File: config.mk
export PLATFORM = sky130hd
export DESIGN_NAME = itorb_ctrl
export DESIGN_NICKNAME = d
export VERILOG_FILES = /design/src/rtl/id_tagged_overwrite_ring_buffer_unit_macros.svh /design/src/rtl/itorb_pkg.sv /design/src/rtl/itorb_ctrl.sv
export SDC_FILE = /design/constraint.sdc
export NUM_CORES = 1
export LEC_CHECK = 0
export BUFFER_PORTS_ARGS = -buffer_cell sky130_fd_sc_hd__buf_2
export CAP_MARGIN = 40
export CORE_AREA = 2 2 39 41
export CTS_BUF_LIST = sky130_fd_sc_hd__clkbuf_4 sky130_fd_sc_hd__clkbuf_8
export CTS_CLUSTER_SIZE = 16
export DETAILED_ROUTE_END_ITERATION = 6
export DIE_AREA = 0 0 41 43
export PLACE_DENSITY_LB_ADDON = 0.12
export RECOVER_POWER = 100
export SKIP_LAST_GASP = 1
export SLEW_MARGIN = 20
export SYNTH_ARGS = -nofsm -noshare
export SYNTH_HDL_FRONTEND = slang
export SYNTH_SLANG_ARGS = --single-unit
File: constraint.sdc
create_clock -name i_clk -period 2.85 [get_ports i_clk]
set_input_delay 0.1425 -clock i_clk [delete_from_list [all_inputs] [get_ports i_clk]]
set_output_delay 0.1425 -clock i_clk [all_outputs]
set_load 0.05 [all_outputs]
File: src/rtl/id_tagged_overwrite_ring_buffer_unit_macros.svh
// ----------------------------------------------------------------------------
// Assertion macros for the id tagged overwrite ring buffer
// Same-cycle and next-cycle implication checks, reset-gated.
// ----------------------------------------------------------------------------
`ifndef ID_TAGGED_OVERWRITE_RING_BUFFER_UNIT_MACROS_SVH
`define ID_TAGGED_OVERWRITE_RING_BUFFER_UNIT_MACROS_SVH

// consequent must hold in the same cycle as the antecedent
`define ITORB_ASSERT_SAME(label, clk, rst_n, ante, cons, msg) \
    label: assert property (@(posedge clk) disable iff (!(rst_n)) (ante) |-> (cons)) \
        else $error(msg);

// consequent must hold in the cycle after the antecedent
`define ITORB_ASSERT_NEXT(label, clk, rst_n, ante, cons, msg) \
    label: assert property (@(posedge clk) disable iff (!(rst_n)) (ante) |=> (cons)) \
        else $error(msg);

`endif

File: src/rtl/itorb_pkg.sv
`timescale 1ns / 1ps
// ----------------------------------------------------------------------------
// itorb_pkg
// Sizes, codes and control/status bundles of the id tagged ring buffer.
// ----------------------------------------------------------------------------
package itorb_pkg;

    localparam int CAPACITY   = 64;
    localparam int DATA_WIDTH = 32;
    localparam int ID_W       = 48;

    localparam int ACT_W  = 3;
    localparam int STAT_W = 2;
    localparam int REQ_W  = 7;
    localparam int SLOT_W = $clog2(CAPACITY);
    localparam int SUM_W  = SLOT_W + 1;
    localparam int CNT_W  = $clog2(CAPACITY + 1);

    typedef enum logic [ACT_W-1:0] {
        ACT_PUSH   = 3'd0,
        ACT_RANGE  = 3'd1,
        ACT_SINGLE = 3'd2,
        ACT_CLEAR  = 3'd3,
        ACT_STATUS = 3'd4
    } t_action;

    typedef enum logic [STAT_W-1:0] {
        STAT_OK        = 2'd0,
        STAT_NONE      = 2'd1,
        STAT_EXHAUSTED = 2'd2
    } t_status;

    typedef struct packed {
        logic latch;
        logic check;
        logic plan;
        logic load_resp;
        logic load_entry;
    } t_cmd;

    typedef struct packed {
        logic hit;
        logic out_free;
        logic last_entry;
    } t_sts;

endpackage

File: src/rtl/itorb_ctrl.sv
`timescale 1ns / 1ps
// ----------------------------------------------------------------------------
// itorb_ctrl
// Sequencer: accept, check, then emit one response, or plan and emit a burst of entries.
// ----------------------------------------------------------------------------
module itorb_ctrl import itorb_pkg::*; (
    input  logic i_clk,
    input  logic i_rst_n,
    input  logic i_in_valid,
    output logic o_in_ready,
    input  t_sts i_sts,
    output t_cmd o_cmd
);

    typedef enum logic [4:0] {
        S_IDLE  = 5'b00001,
        S_CHECK = 5'b00010,
        S_PLAN  = 5'b00100,
        S_RESP  = 5'b01000,
        S_EMIT  = 5'b10000
    } t_state;

    t_state r_state;
    t_state n_state;

    always_comb begin
        n_state = r_state;
        o_cmd   = '0;
        unique case (r_state)
            S_IDLE: begin
                o_cmd.latch = i_in_valid;
                if (i_in_valid) begin
                    n_state = S_CHECK;
                end
            end
            S_CHECK: begin
                o_cmd.check = 1'b1;
                n_state = i_sts.hit ? S_PLAN : S_RESP;
            end
            S_PLAN: begin
                o_cmd.plan = 1'b1;
                n_state = S_EMIT;
            end
            S_RESP: begin
                if (i_sts.out_free) begin
                    o_cmd.load_resp = 1'b1;
                    n_state = S_IDLE;
                end
            end
            S_EMIT: begin
                if (i_sts.out_free) begin
                    o_cmd.load_entry = 1'b1;
                    if (i_sts.last_entry) begin
                        n_state = S_IDLE;
                    end
                end
            end
            default: begin
                n_state = S_IDLE;
            end
        endcase
    end

    assign o_in_ready = (r_state == S_IDLE);

    always_ff @(posedge i_clk) begin
        if (!i_rst_n) begin
            r_state <= S_IDLE;
        end else begin
            r_state <= n_state;
        end
    end

endmodule

# ---- Word-level counts from Yosys, hierarchy flattened
# Cells that the tools add are included.
# W data, S select, Z words.
dict set report word_totals {
  register_bits 5
  inputBits 6
  out_inout_bits 6
  elab_cells 23
}
dict set report op_classes {
  n_eq_ne 9
  mux 12
  n_reduce_logical 1
}
# cell n
set ops {}
lappend ops {{$pmux W5 S5} 1}
lappend ops {{$mux W5} 4}
lappend ops {{$ne A2 B2 Y1 const B} 4}
lappend ops {{$mux W1} 6}
lappend ops {{$eq A5 B1 Y1 const B} 1}
lappend ops {{$eq A5 B2 Y1 const B} 1}
lappend ops {{$eq A5 B3 Y1 const B} 1}
lappend ops {{$eq A5 B4 Y1 const B} 1}
lappend ops {{$eq A5 B5 Y1 const B} 1}
lappend ops {{$mux W4} 1}
lappend ops {{$reduce_and A4 Y1} 1}

# ---- Longest topological paths before layout
dict set report depth {
  depth_word 3
  ltp_mapped 5
  ltp_nobuf 4
}

# ---- Least setup slack after synthesis
# Ideal clock, no wire load.
dict set report synth_timing {
  kind {reg2out}
  start {reg r_state[3]}
  end {out o_cmd[2] (netlist name)}
  arrival_ns 2.239
  required_time_ns 2.707
  setup_slack_ns 0.468
  stages_incl_launch_ff 3
  n_path_buf 0
  path_cell_list {dfxtp_1 or2_4 nor4b_1}
}
# element line_no
set synth_rtl {}
lappend synth_rtl {{start, declared} itorb_ctrl.sv:23} ;# t_state r_state;
lappend synth_rtl {{start signal, assigned} itorb_ctrl.sv:70} ;# r_state <= n_state;
lappend synth_rtl {{end, declared} itorb_ctrl.sv:12} ;# output t_cmd o_cmd

# ---- Final worst setup path
dict set report layout_timing {
  start {reg r_state[3]}
  end {out o_in_ready}
}
dict set report layout_via {
  elab_chain_len 1
}
# element line_no
set layout_rtl {}
lappend layout_rtl {{$eq A5 B1 Y1} itorb_ctrl.sv:64} ;# assign o_in_ready = (r_state == S_IDLE);
lappend layout_rtl {{end, declared} itorb_ctrl.sv:10} ;# output logic o_in_ready,
# No other way between the ends.

==> key figures <==
Floorplanning
  – DIE HEIGHT: roughly 43 µm
  – Die X: slightly above 40 µm
  – Die Area: 1763 µm²
  – Initial Util: between 20% and 30%
  – Core Area: about 1400 µm²
  – # IOs: 12
  – Num rows: 14

Detailed routing
  – Final ANT Viol Nets: 0
  – Initial DRC Count: 6
  – WL/cell: 10.73 µm
  – Remaining DRCs: 0
  – DR pass1 iterations: 4
  – Vias per cell: 4.734
  – WL final: about 690 µm
  – Total number of vias: slightly above 300

Pwr
  – Total power: around 0.22 mW
  – Power per cell area: 557.6 nW/µm²
  – Gate power share: between 20 and 25%
  – Pint: about 0.15 mW
  – P_leak: 0.1712 nW
  – Switching Power: 0.06647 mW
  – Sequential Power Share: 36.8%
  – Switching share of power: 30.44%
  – Maximum VDD drop: 190.1 µV
  – Clock share of power: 40.8%

Cells and area
  – Layout cells sized above 1: 31.25%
  – Top Registers: r_state x5
  – Layout Utilization: 28.30%
  – FF+latch area: roughly 100 µm²
  – Area growth syn-to-layout: 16.79%
  – Total Nets Final: 55
  – Most flops, register: r_state
  – Fin area: 391.6 µm²
  – Number of flip-flops in the largest register: 5
  – Finished Layout Cells: 64
  – Multi-input logic area: roughly 190 µm²
  – FILL cells: 160
  – Antenna cell count: 0

Place
  – HPWL Detailed: between 500 and 600 µm
  – PortBufs: 11
  – Placed cells: 60
  – Worst slack, placed: 1.286 ns
  – Placed cell areas: approximately 400 µm²
  – RePlAce Congestion: 0.6955

Clocking
  – Post-cts resize count: 0
  – H-tree depth: 1
  – Num CTS Buffers: 3
  – CTS root buf: clkbuf_4
  – CTS tree: done
  – Clock Latency Late Sink: 0.24 ns
  – Post-CTS setup repair buffer count: 0
  – Hold_buf cts: 0
  – Clock sink count: 5
  – Clock transition at path regs: 0.04 ns
  – Max clock buf depth: 2

Synth
  – Syn_nets: 41
  – Netlist Area Pre-Place: 335.3 µm²
  – Synthesized instance count: 35
  – Synthesized flop and latch total: 5
  – Total number of yosys warnings: 0
  – Sequential fraction of the synthesis area: 29.85%
  – Netlist cell types: 22
  – Syn_area_per_cell: 9.581 µm²

STA
  – Slew Limit Fails: 0
  – Rel. slew slack: 60.65%
  – Min Hold Slack: 0.1425 ns
  – Minimum clock period: 2.094 ns
  – Fmax: between 400 and 500 MHz
  – Fin Clk Skew: around 0.0032 ns
  – PnR worst setup slack: 0.7558 ns
  – Final Hold Fails: 0
  – RSZ-0062 raised after global routing: false
  – Tightest Pin Transition: 0.5820 ns
  – Final Cycle Share: 73.48%
  – Final setup vio count: 0
  – Setup_tns: 0 ns

GRT
  – Total congestion overflow: 0
  – Antenna violations before repair: 0
  – Vias in the first global route: 296
  – Pin count of the biggest net entering global routing: 9
  – Total global-route track usage: a little under a tenth
  – First-pass GRT wire length: 1048 µm

Worst setup path
  – CP Class: flip-flop to primary output
  – Critical Path Fanout Max: 7
  – WP data arrival: 1.95 ns
  – Critical path required time: roughly 2.7 ns
  – Kind of end point of the critical path: primary output
  – Crit start category: flip-flop

Worst hold path
  – Worst hold path type: primary input to flip-flop

Flow run
  – Max Cap Viol: 0

Status
  – Outcome: completed
==> Yosys cell counts <==
library cell,count,area (µm²)
and2_1,1,6.260
o41ai_1,1,8.760
inv_2,1,3.750
buf_2,2,10.01
xor2_1,1,8.760
inv_1,1,3.750
o21ai_0,1,5.000
and4b_2,2,22.52
nor4b_4,2,47.55
nor3_1,1,5.000
dfxtp_1,5,100.1
or2_4,1,8.760
nor4b_1,1,8.760
nand2_1,2,7.510
a22oi_1,1,7.510
and3_1,3,18.77
mux2i_1,1,10.01
o211ai_1,2,15.01
nor2_1,3,11.26
and2_2,1,7.510
and2b_2,1,8.760
a32o_1,1,10.01
==> critical path, cell delays in order, from the launching register on <==
cell and delay, ns:
dfxtp_1 0.36, or2_0 0.29, nor4b_1 0.54, clkbuf_1 0.52
==> final cells by class <==
cell class	instances	share of cell area (%)
clock buffers	4	7.668
well taps	16	5.112
repair buffers	11	12.46
inverters	2	1.917
flip-flops and latches	5	25.56
multi-input cells	26	47.28
==> power by group through the flow <==
stage,clock network (mW),logic (mW),registers (mW)
6_report,0.0891,0.0489,0.0804
5_1_grt,0.0980,0.0535,0.0812
4_1_cts,0.0930,0.0557,0.0823
3_5_place_dp,0,0.0556,0.0837
3_3_place_gp,0,0.0541,0.0836
2_1_floorplan,0,0.0489,0.0778
==> per-layer routing <==
layer / up-vias / part of all wire, % / global-route usage, %
met5: - / 0 / 0
met4: 0 / 0 / 8.000
met3: 0 / 4.9 / 3.141
met2: 9 / 52 / 14.37
met1: 137 / 43 / 8.738
li1: 157 / - / -
==> cells in the final DEF (no fill, tap or decap), types with 2 or more instances in the layout <==
master	Yosys	final
and3_1	3	3
and4b_2	2	2
buf_2	2	6
clkbuf_1	0	5
clkbuf_4	0	4
dfxtp_1	5	5
nand2_1	2	2
nor2_1	3	3
nor4b_1	1	3
o211ai_1	2	2
==> final timing paths <==
path | start | endpoint | slack (ns) | depth (start not counted)
max | r_state[3] | o_in_ready | 0.76 | 3
min | i_in_valid | r_state[0] | 0.14 | 2
max reg2reg | r_state[3] | r_state[3] | 1.30 | 4
min reg2reg | r_state[3] | r_state[4] | 0.67 | 1
==> logic make-up after synthesis <==
family                    synth area share (%)
muxes                                    2.985
buffers and inverters                    5.222
xor gates and xnor gates                 2.612
AOI/OAI and AO/OA                        13.80
DFF                                      29.85
and+or+nand+nor                          45.53
Power figures use the tool's default switching activity.
